===== src/mp2hd_pkg.sv =====
// Shared types, constants and frame length tables for the Layer II header decoder.
package mp2hd_pkg;

    localparam int OffsetBitsDefault = 32;
    localparam int LenW              = 11;
    localparam int AddrW             = 3;

    localparam logic [AddrW-1:0] RegMaxFrame     = 3'd0;
    localparam logic [LenW-1:0]  MaxFrameReset   = 11'd1729;

    localparam logic [7:0] SyncByte  = 8'hFF;
    localparam logic [7:0] SyncMaskB = 8'hF6;
    localparam logic [7:0] SyncValB  = 8'hF4;

    // floor(144000 * kbps / Hz), row = rate index, column = bitrate index - 1
    localparam logic [LenW-1:0] LenFull [0:2][0:13] = '{
        '{11'd104, 11'd156, 11'd182, 11'd208, 11'd261, 11'd313, 11'd365,
          11'd417, 11'd522, 11'd626, 11'd731, 11'd835, 11'd1044, 11'd1253},
        '{11'd96,  11'd144, 11'd168, 11'd192, 11'd240, 11'd288, 11'd336,
          11'd384, 11'd480, 11'd576, 11'd672, 11'd768, 11'd960,  11'd1152},
        '{11'd144, 11'd216, 11'd252, 11'd288, 11'd360, 11'd432, 11'd504,
          11'd576, 11'd720, 11'd864, 11'd1008, 11'd1152, 11'd1440, 11'd1728}
    };

    localparam logic [LenW-1:0] LenLow [0:2][0:13] = '{
        '{11'd52,  11'd104, 11'd156, 11'd208, 11'd261, 11'd313, 11'd365,
          11'd417, 11'd522, 11'd626, 11'd731, 11'd835, 11'd940,  11'd1044},
        '{11'd48,  11'd96,  11'd144, 11'd192, 11'd240, 11'd288, 11'd336,
          11'd384, 11'd480, 11'd576, 11'd672, 11'd768, 11'd864,  11'd960},
        '{11'd72,  11'd144, 11'd216, 11'd288, 11'd360, 11'd432, 11'd504,
          11'd576, 11'd720, 11'd864, 11'd1008, 11'd1152, 11'd1296, 11'd1440}
    };

    typedef struct packed {
        logic            padding_flag;
        logic [1:0]      rate_code;
        logic            is_mpeg_one;
        logic [1:0]      channel_count;
        logic            length_fits;
        logic [LenW-1:0] frame_length;
        logic            header_valid;
    } t_hdr_info;

    // Nominal (unpadded) length; 0 for reserved bitrate or rate codes
    function automatic logic [LenW-1:0] nominal_len(input logic       ver,
                                                    input logic [3:0] br,
                                                    input logic [1:0] rate);
        logic [3:0]      col;
        logic [LenW-1:0] len;
        col = br - 4'd1;
        len = '0;
        if (br != 4'd0 && br != 4'd15 && rate != 2'd3) begin
            len = ver ? LenFull[rate][col] : LenLow[rate][col];
        end
        return len;
    endfunction

endpackage


===== src/mp2hd_front.sv =====
// Header field decode, length lookup and divider setup stage.
module mp2hd_front
    import mp2hd_pkg::*;
#(
    parameter int OFFSET_BITS = OffsetBitsDefault,
    localparam int DW = OFFSET_BITS + 1
) (
    input  logic             i_clk,
    input  logic             i_rst_n,
    input  logic             i_valid,
    output logic             o_ready,
    input  logic [7:0]       i_byte_a,
    input  logic [7:0]       i_byte_b,
    input  logic [7:0]       i_byte_c,
    input  logic [7:0]       i_byte_d,
    input  logic [OFFSET_BITS-1:0] i_offset,
    input  logic [LenW-1:0]  i_max_frame,
    output logic             o_valid,
    input  logic             i_ready,
    output logic [DW-1:0]    o_dq,
    output logic [LenW-1:0]  o_div,
    output t_hdr_info        o_info
);

    logic            r_valid;
    logic [DW-1:0]   r_dq;
    logic [LenW-1:0] r_div;
    t_hdr_info       r_info;

    logic            n_synced;
    logic            n_hdr_ok;
    logic [LenW-1:0] n_nominal;
    logic [LenW-1:0] n_length;
    t_hdr_info       n_info;

    always_comb begin
        n_synced  = (i_byte_a == SyncByte) && ((i_byte_b & SyncMaskB) == SyncValB);
        n_nominal = nominal_len(i_byte_b[3], i_byte_c[7:4], i_byte_c[3:2]);
        n_hdr_ok  = n_synced && (n_nominal != '0);
        n_length  = n_nominal + LenW'(i_byte_c[1]);

        n_info.header_valid  = n_hdr_ok;
        n_info.frame_length  = n_hdr_ok ? n_length : '0;
        n_info.length_fits   = n_hdr_ok && (n_length <= i_max_frame);
        n_info.channel_count = !n_synced ? 2'd0 : ((i_byte_d[7:6] == 2'b11) ? 2'd1 : 2'd2);
        n_info.is_mpeg_one   = i_byte_b[3];
        n_info.rate_code     = i_byte_c[3:2];
        n_info.padding_flag  = i_byte_c[1];
    end

    assign o_ready = !r_valid || i_ready;

    always_ff @(posedge i_clk) begin
        if (!i_rst_n) begin
            r_valid <= 1'b0;
        end else if (o_ready) begin
            r_valid <= i_valid;
        end
    end

    // invalid header divides 0 by 1 so the quotient comes out 0
    always_ff @(posedge i_clk) begin
        if (i_valid && o_ready) begin
            r_info <= n_info;
            r_div  <= n_hdr_ok ? n_nominal : LenW'(1);
            r_dq   <= n_hdr_ok ? ({1'b0, i_offset} + DW'(n_nominal[LenW-1:1])) : '0;
        end
    end

    assign o_valid = r_valid;
    assign o_dq    = r_dq;
    assign o_div   = r_div;
    assign o_info  = r_info;

endmodule


===== src/mp2hd_div_cell.sv =====
// One restoring-division cell: produces one quotient bit and passes on.
module mp2hd_div_cell
    import mp2hd_pkg::*;
#(
    parameter int DW = OffsetBitsDefault + 1
) (
    input  logic            i_clk,
    input  logic            i_rst_n,
    input  logic            i_valid,
    output logic            o_ready,
    input  logic [LenW-1:0] i_rem,
    input  logic [DW-1:0]   i_dq,
    input  logic [LenW-1:0] i_div,
    input  t_hdr_info       i_info,
    output logic            o_valid,
    input  logic            i_ready,
    output logic [LenW-1:0] o_rem,
    output logic [DW-1:0]   o_dq,
    output logic [LenW-1:0] o_div,
    output t_hdr_info       o_info
);

    logic            r_valid;
    logic [LenW-1:0] r_rem;
    logic [DW-1:0]   r_dq;
    logic [LenW-1:0] r_div;
    t_hdr_info       r_info;

    logic [LenW:0]   n_trial;
    logic            n_ge;
    logic [LenW-1:0] n_rem;

    // dq holds the untouched dividend bits on top, quotient bits shift in below
    always_comb begin
        n_trial = {i_rem, i_dq[DW-1]};
        n_ge    = n_trial >= {1'b0, i_div};
        n_rem   = n_ge ? LenW'(n_trial - {1'b0, i_div}) : n_trial[LenW-1:0];
    end

    assign o_ready = !r_valid || i_ready;

    always_ff @(posedge i_clk) begin
        if (!i_rst_n) begin
            r_valid <= 1'b0;
        end else if (o_ready) begin
            r_valid <= i_valid;
        end
    end

    always_ff @(posedge i_clk) begin
        if (i_valid && o_ready) begin
            r_rem  <= n_rem;
            r_dq   <= {i_dq[DW-2:0], n_ge};
            r_div  <= i_div;
            r_info <= i_info;
        end
    end

    assign o_valid = r_valid;
    assign o_rem   = r_rem;
    assign o_dq    = r_dq;
    assign o_div   = r_div;
    assign o_info  = r_info;

endmodule


===== src/mpeg_layer2_header_decode_top.sv =====
// Top level of the MPEG audio Layer II header decoder: APB register, decode stage, divider chain.
// Takes one candidate header per clock while the output is not stalled and returns one result per
// header, in order. There is one decode stage, then a chain of OFFSET_BITS + 1 division cells,
// each resolving one bit of the rounded frame number. Every stage has its own valid and hands its
// item on when the next stage is free, so gaps fill while the output stalls. max_frame_bytes sits
// at APB address 0 (reset 1729) and must be written while idle.
module mpeg_layer2_header_decode_top
    import mp2hd_pkg::*;
#(
    parameter int OFFSET_BITS = OffsetBitsDefault
) (
    input  logic             i_clk,
    input  logic             i_rst_n,
    // APB configuration
    input  logic             psel,
    input  logic             penable,
    input  logic             pwrite,
    input  logic [AddrW-1:0] paddr,
    input  logic [31:0]      pwdata,
    output logic [31:0]      prdata,
    output logic             pready,
    // tdata: head_byte_a[7:0], head_byte_b[15:8], head_byte_c[23:16], head_byte_d[31:24],
    //        stream_offset[63:32]
    input  logic             i_s_tvalid,
    output logic             o_s_tready,
    input  logic [63:0]      i_s_tdata,
    // tdata: header_valid[0], frame_length[11:1], length_fits[12], channel_count[14:13],
    //        is_mpeg_one[15], rate_code[17:16], padding_flag[18], frame_number[50:19], zero[55:51]
    output logic             o_m_tvalid,
    input  logic             i_m_tready,
    output logic [55:0]      o_m_tdata
);

    localparam int DW = OFFSET_BITS + 1;

    logic [LenW-1:0] r_max_frame;

    assign pready = 1'b1;

    always_ff @(posedge i_clk) begin
        if (!i_rst_n) begin
            r_max_frame <= MaxFrameReset;
        end else if (psel && penable && pwrite && pready && paddr == RegMaxFrame) begin
            r_max_frame <= pwdata[LenW-1:0];
        end
    end

    assign prdata = (paddr == RegMaxFrame) ? {(32 - LenW)'(0), r_max_frame} : '0;

    // chain links: index 0 is the decode stage output, index DW the last cell
    logic            c_valid [0:DW];
    logic            c_ready [0:DW];
    logic [LenW-1:0] c_rem   [0:DW];
    logic [DW-1:0]   c_dq    [0:DW];
    logic [LenW-1:0] c_div   [0:DW];
    t_hdr_info       c_info  [0:DW];

    mp2hd_front #(
        .OFFSET_BITS (OFFSET_BITS)
    ) u_front (
        .i_clk       (i_clk),
        .i_rst_n     (i_rst_n),
        .i_valid     (i_s_tvalid),
        .o_ready     (o_s_tready),
        .i_byte_a    (i_s_tdata[7:0]),
        .i_byte_b    (i_s_tdata[15:8]),
        .i_byte_c    (i_s_tdata[23:16]),
        .i_byte_d    (i_s_tdata[31:24]),
        .i_offset    (i_s_tdata[32 +: OFFSET_BITS]),
        .i_max_frame (r_max_frame),
        .o_valid     (c_valid[0]),
        .i_ready     (c_ready[0]),
        .o_dq        (c_dq[0]),
        .o_div       (c_div[0]),
        .o_info      (c_info[0])
    );

    assign c_rem[0] = '0;

    for (genvar k = 0; k < DW; k++) begin : g_cell
        mp2hd_div_cell #(
            .DW (DW)
        ) u_cell (
            .i_clk   (i_clk),
            .i_rst_n (i_rst_n),
            .i_valid (c_valid[k]),
            .o_ready (c_ready[k]),
            .i_rem   (c_rem[k]),
            .i_dq    (c_dq[k]),
            .i_div   (c_div[k]),
            .i_info  (c_info[k]),
            .o_valid (c_valid[k+1]),
            .i_ready (c_ready[k+1]),
            .o_rem   (c_rem[k+1]),
            .o_dq    (c_dq[k+1]),
            .o_div   (c_div[k+1]),
            .o_info  (c_info[k+1])
        );
    end

    assign c_ready[DW] = i_m_tready;
    assign o_m_tvalid  = c_valid[DW];
    assign o_m_tdata   = {5'b0, 32'(c_dq[DW]), c_info[DW]};

endmodule

===== config.mk =====
export PLATFORM = sky130hd
export DESIGN_NAME = mpeg_layer2_header_decode_top
export DESIGN_NICKNAME = d
export VERILOG_FILES = /design/src/mp2hd_pkg.sv /design/src/mp2hd_front.sv /design/src/mp2hd_div_cell.sv /design/src/mpeg_layer2_header_decode_top.sv
export SDC_FILE = /design/constraint.sdc
export NUM_CORES = 2
export LEC_CHECK = 0
export ABC_AREA = 1
export BUFFER_PORTS_ARGS = -buffer_cell sky130_fd_sc_hd__buf_2
export CORE_MARGIN = 2
export CORE_UTILIZATION = 45
export DETAILED_ROUTE_END_ITERATION = 8
export SLEW_MARGIN = 15
export SYNTH_ARGS = -nofsm -noshare
export SYNTH_HDL_FRONTEND = slang
export SYNTH_SLANG_ARGS = --single-unit

===== constraint.sdc =====
create_clock -name i_clk -period 16.3 [get_ports i_clk]
set_input_delay 3.26 -clock i_clk [delete_from_list [all_inputs] [get_ports i_clk]]
set_output_delay 3.26 -clock i_clk [all_outputs]
set_load 0.01 [all_outputs]

Yosys cells after proc, flatten, opt, wreduce, memory -nomap -nowiden
Index checks and enable logic that the tools add are counted.

word-level totals
  register bits after elaboration = 2527
  input bits = 106
  word-level logic and storage cells = 612

operators by class
  $add $sub $neg = 35
  $lt $le $gt $ge = 36
  equal/unequal tests = 5
  muxes and demuxes = 48
  bitwise logic cells = 2
  reductions and logical operators = 113

operators by type and width
  operator                                                             count
  154-bit binary-select mux with 2-bit select                          2
  154-bit 2-to-1 mux                                                   4
  11-bit 2-to-1 mux                                                    38
  12-bit by 11-bit greater-or-equal comparator with 1-bit output       32
  11-bit subtractor                                                    31
  11-bit binary-select mux with 4-bit select                           2
  1-bit logical AND                                                    42
  1-bit logical NOT                                                    34
  1-bit logical OR                                                     34
  32-bit by 10-bit adder with 33-bit output                            1
  11-bit by 1-bit adder with 11-bit output                             1
  1-bit by 11-bit greater-or-equal comparator with 1-bit output        1
  11-bit less-or-equal comparator                                      1
  11-bit nonzero test                                                  1
  1-bit by 11-bit subtractor with 11-bit output                        1
  8-bit equality test (second input constant)                          1
  6-bit equality test (second input constant)                          1
  5-bit greater-or-equal comparator (second input constant)            1
  4-bit inverter with 5-bit output                                     1
  4-bit != test (second input constant)                                1
  4-bit nonzero test                                                   1
  4-bit by 1-bit subtractor with 4-bit output (second input constant)  1
  3-bit greater-or-equal comparator (second input constant)            1
  3-bit logical NOT                                                    1
  5 further kinds                                                      5

Logic depth before layout (Yosys ltp)
  depth in word-level cells = 36
  gate-level depth with buffers = 36

Modules after synthesis
A second synthesis with hierarchy kept.

unflattened totals
  cell total of the unflattened synthesis = 8825
  area total of the unflattened synthesis = 112070.0 um^2

modules (own cells, without submodules)
  module                         instances  cells an instance  area an instance (um^2)
  mp2hd_div_cell                 33         245                3228.1
  mp2hd_front                    1          620                4773.3
  mpeg_layer2_header_decode_top  1          120                769.5

Worst setup path before layout
No wires, ideal clock.

  kind = in2out
  from = input i_m_tready
  to = output o_s_tready
  arrival time = 5258 ps
  required time = 13040 ps
  path slack = 7782 ps
  cell stages on the path = 18
  path buffers = 0
  path through = inv_1 nand3_2 nor2_2 nand4_2 nor2_4 nand4_4 nor2_4 nand4_4 nor2_4 nand4_4 nor2_4 nand4_4 nor2_4 nand4_4 nor2_4 nand4_4 nor2_4 nand4_4

on the way
  word-level cells in the longest chain between the ends = 34

RTL lines
  what                             line                                 source
  start, declared                  mpeg_layer2_header_decode_top.sv:30  input logic i_m_tready,
  1-bit logical OR (33 in series)  mp2hd_div_cell.sv:40                 assign o_ready = !r_valid || i_ready;
  1-bit logical OR                 mp2hd_front.sv:51                    assign o_ready = !r_valid || i_ready;
  end, declared                    mpeg_layer2_header_decode_top.sv:25  output logic o_s_tready,

No other way between the ends.

Final worst setup path
Ends and elaborated chain as after synthesis.

==> results.toml <==
[synthesis]
synth-edff-count = 2450
synth_ff_type = "edfxtp_1"
avgSynthCellArea_um2 = 15.7
syn-cell-area_um2 = 95900
postSynthCellCount = 6124
netlist.area_leader.share_pct = 76.7
yosysSeqAreaShare_pct = 77.6
async_reset_ff_share_pct = 0
synth_area_leaders = "edfxtp_1 77%, ha_1 5.0%, a21oi_1 3.1%"
synth_cell_types = 58
ys_ff_latch = 2495
yosysWarnings = 0
yosysTopAreaCell = "edfxtp_1"

[job]
drv_cap = 0

[layout]
final_nets = 6930
fin_cells = 9442
drive_gt1_share_pct = 9.64
seq_area_um2 = 74500
stdcell_area_um2 = 108000
area_growth_pct = 12.6
fin_util_pct = 50.9
multi_input_comb_area_um2 = 18000
fillers = 17269

[timing]
fin_crit_sh_pct = 58.2
drv_slew = 0
slew_headroom_pct = 35.3
tightest_slew_ns = 0.963
rsz0062_at_grt = "false"
fmax_mhz = 105
skew_ns = 0.0292
finalSetupViolations = 0
finalSetupTns_ns = 0
hold_viol = 0
min_period_ns = 9.48

[placement]
port-buffer-count = 140
hpwl_um = 95700
place_inst = 8990
gp_congestion = 0.822
dpl_cell_area_um2 = 99800

[route]
drc = 13
drt_pre_antenna_iters = 9
antenna_left = 0
wl_per_cell_um = 14.8
drt-total-wl_um = 140000
via_count = 45141
drtIter0Drc = 2460
viasPerCell = 4.78

[pwr]
ir_worst_vdd_mv = 0.106
p_leak_nw = 39.0
power_mw = 12.9
powerDensity_nw_per_um2 = 119

[clock_network]
cts-root-buf = "clkbuf_16"
cts_repair_resize_count = 0
clk_path_buf_depth = 3
post_cts_buffers = 0
worstSkewPairLatency_ns = 0.86
clk_pin_slew_ns = 0.06
clock-sinks = 2495
htreeDepth = 4
hold_buffers = 0
tritoncts.num_buffers = 238
cts_tree = "yes"

[grt]
antenna_found_initial = 3
gr-total-overflow = 0
grt_pass1_vias = 46615
grt_max_degree = 74
grt_usage_pct = 13.1
grt_pass1_wl_um = 230000

[floorplanning]
io_pins = 197
fp.dieW_um = 466
dieArea_um2 = 217000
num_rows = 169
die_h_um = 466
initial_core_util_pct = 45.2
core-area_um2 = 212000

[run_status]
violations = "DRC"
outcome = "finished with violations"

[setup_path]
ff2ff_setup_slack_ns = 12.26
cpMaxStageDelayCell = "nor2_4"
cp.required_ns = 13.04
cp-start-kind = "input port"
reg2reg_from = "g_cell[32].u_cell.o_valid"
reg2reg_to = "g_cell[0].u_cell.o_dq[8]"
endpoint_kind = "output port"
cp_max_fo = 4
r2r_cells = 20
cpPeakStageDelay_ns = 0.23
path_cells = "buf_2 > inv_1 > nand3_2 > nor2_2 > nand4_2 > nor2_4 > nand4_4 > nor2_4 > nand4_4 > nor2_4 > nand4_4 > nor2_4 > nand4_4 > nor2_4 > nand4_4 > nor2_4 > nand4_4 > nor2_4 > nand4_4 > buf_2"
crit_type = "input port to output port"
timing.critical_path.arrival_ns = 6.22

[hold_path]
min_from = "g_cell[11].u_cell.o_dq[9]"
hold-path-endpoint = "g_cell[12].u_cell.o_dq[10]"
hold_depth = 0
hold_path.class = "flip-flop to flip-flop"
-- how the worst max path moves through the flow --
| stage | startpoint | end | slack, ns | cells past startpoint |
|---|---|---|---|---|
| after floorplan | i_m_tready | o_s_tready | 7.78 | 18 |
| after global placement | i_m_tready | o_s_tready | 6.82 | 20 |
| after detailed placement | i_m_tready | o_s_tready | 6.75 | 20 |
| after CTS | i_m_tready | o_s_tready | 6.74 | 20 |
| after global routing | i_m_tready | o_s_tready | 6.54 | 20 |
| final | i_m_tready | o_s_tready | 6.82 | 20 |
-- Yosys cell counts, types with 2 or more instances --
| cell | count |
|---|---|
| nor4_1 | 8 |
| nand3_1 | 57 |
| nand4_4 | 7 |
| a31o_2 | 2 |
| inv_1 | 745 |
| nor2_2 | 6 |
| o21a_1 | 2 |
| o211ai_1 | 12 |
| o31ai_1 | 4 |
| a21oi_1 | 589 |
| a221oi_1 | 2 |
| conb_1 | 2 |
| nor2_1 | 638 |
| clkbuf_1 | 74 |
| nor2_4 | 9 |
| o22ai_1 | 3 |
| o21ai_2 | 2 |
| edfxtp_1 | 2450 |
| o221ai_1 | 23 |
| nor3_1 | 23 |
| o21ai_0 | 112 |
| or2_2 | 3 |
| buf_4 | 78 |
| nand3_2 | 4 |
| nand4_1 | 26 |
| xnor2_1 | 72 |
| fa_1 | 32 |
| nand2_2 | 3 |
| nand2_1 | 334 |
| o21bai_1 | 35 |
| a211oi_1 | 35 |
| a211o_1 | 33 |
| mux2_2 | 11 |
| a31oi_1 | 3 |
| a21o_1 | 3 |
| dfxtp_1 | 45 |
| nand3b_1 | 2 |
| xor2_1 | 215 |
| buf_2 | 5 |
| or4_1 | 2 |
| ha_1 | 383 |
| o41ai_1 | 12 |
| clkinv_1 | 3 |
-- through the flow --
step / hold slack [ns] / setup slack (ns)
6_report: 0.396 / 6.82
2_1_floorplan: 0.400 / 7.78
5_1_grt: 0.408 / 6.54
3_5_place_dp: 0.405 / 6.75
4_1_cts: 0.398 / 6.74
3_3_place_gp: 0.400 / 6.82
-- flip-flops by register name, indices dropped and copies added (netlist names), 11 cells and up --
register               cells
g_cell.u_cell.o_div      352
g_cell.u_cell.o_dq      1056
g_cell.u_cell.o_info     627
g_cell.u_cell.o_rem      352
g_cell.u_cell.o_valid     33
r_max_frame               11
u_front.o_div             11
u_front.o_dq              33
u_front.o_info            19
-- logic make-up after synthesis --
group | Yosys count | synth area share [%]
other | 2 | 0.00783
XOR/XNOR | 288 | 2.64
multiplexers | 11 | 0.129
AO/OA/AOI/OAI | 880 | 5.17
flip-flops | 2495 | 77.6
AND/OR/NAND/NOR | 1127 | 4.91
adder cells (fa/ha/maj) | 415 | 5.66
buffers and inverters | 906 | 3.86
-- cells in the final DEF, fill, tap and decap left out, types with 42 or more instances in the layout --
master,synthesis,final
edfxtp_1,2450,2450
inv_1,745,728
nor2_1,638,625
a21oi_1,589,585
ha_1,383,383
nand2_1,334,334
clkbuf_16,0,239
xor2_1,215,215
buf_2,5,140
o21ai_0,112,112
xnor2_1,72,72
nand3_1,57,57
clkinv_1,3,46
dfxtp_1,45,45
clkinv_2,0,42
-- where the power goes --
| part | internal (mW) | total [mW] | leakage (nW) | switching (mW) |
|---|---|---|---|---|
| combinational | 0.0584 | 0.171 | 12.6 | 0.113 |
| sequential | 6.99 | 7.01 | 22.4 | 0.0146 |
| clock | 3.35 | 5.67 | 3.99 | 2.33 |
| total | 10.4 | 12.9 | 39.0 | 2.45 |
-- critical path: cells and delay by family --
kind,cells,cell delay (ns)
AND/OR/NAND/NOR,17,2.50
buffers and inverters,3,0.42
-- final cells by class --
type                            instances  area share [%]
Clock buffer                          283            5.74
Antenna cell                            1         0.00232
Multi-Input combinational cell       2748            16.7
Sequential cell                      2495            68.9
Clock inverter                        168            1.90
Timing Repair Buffer                  177           0.906
Inverter                              749            2.60
Tap cell                             2821            3.27
-- routing by layer --
metal	track usage [%]	vias up	share of wire, %
met2	24.2	692	52
met4	5.12	4	3.3
met5	0	-	0.016
met3	2.60	304	4.1
li1	-	22482	-
met1	14.7	21659	40
Note: power is estimated with default switching activity, not from simulation.
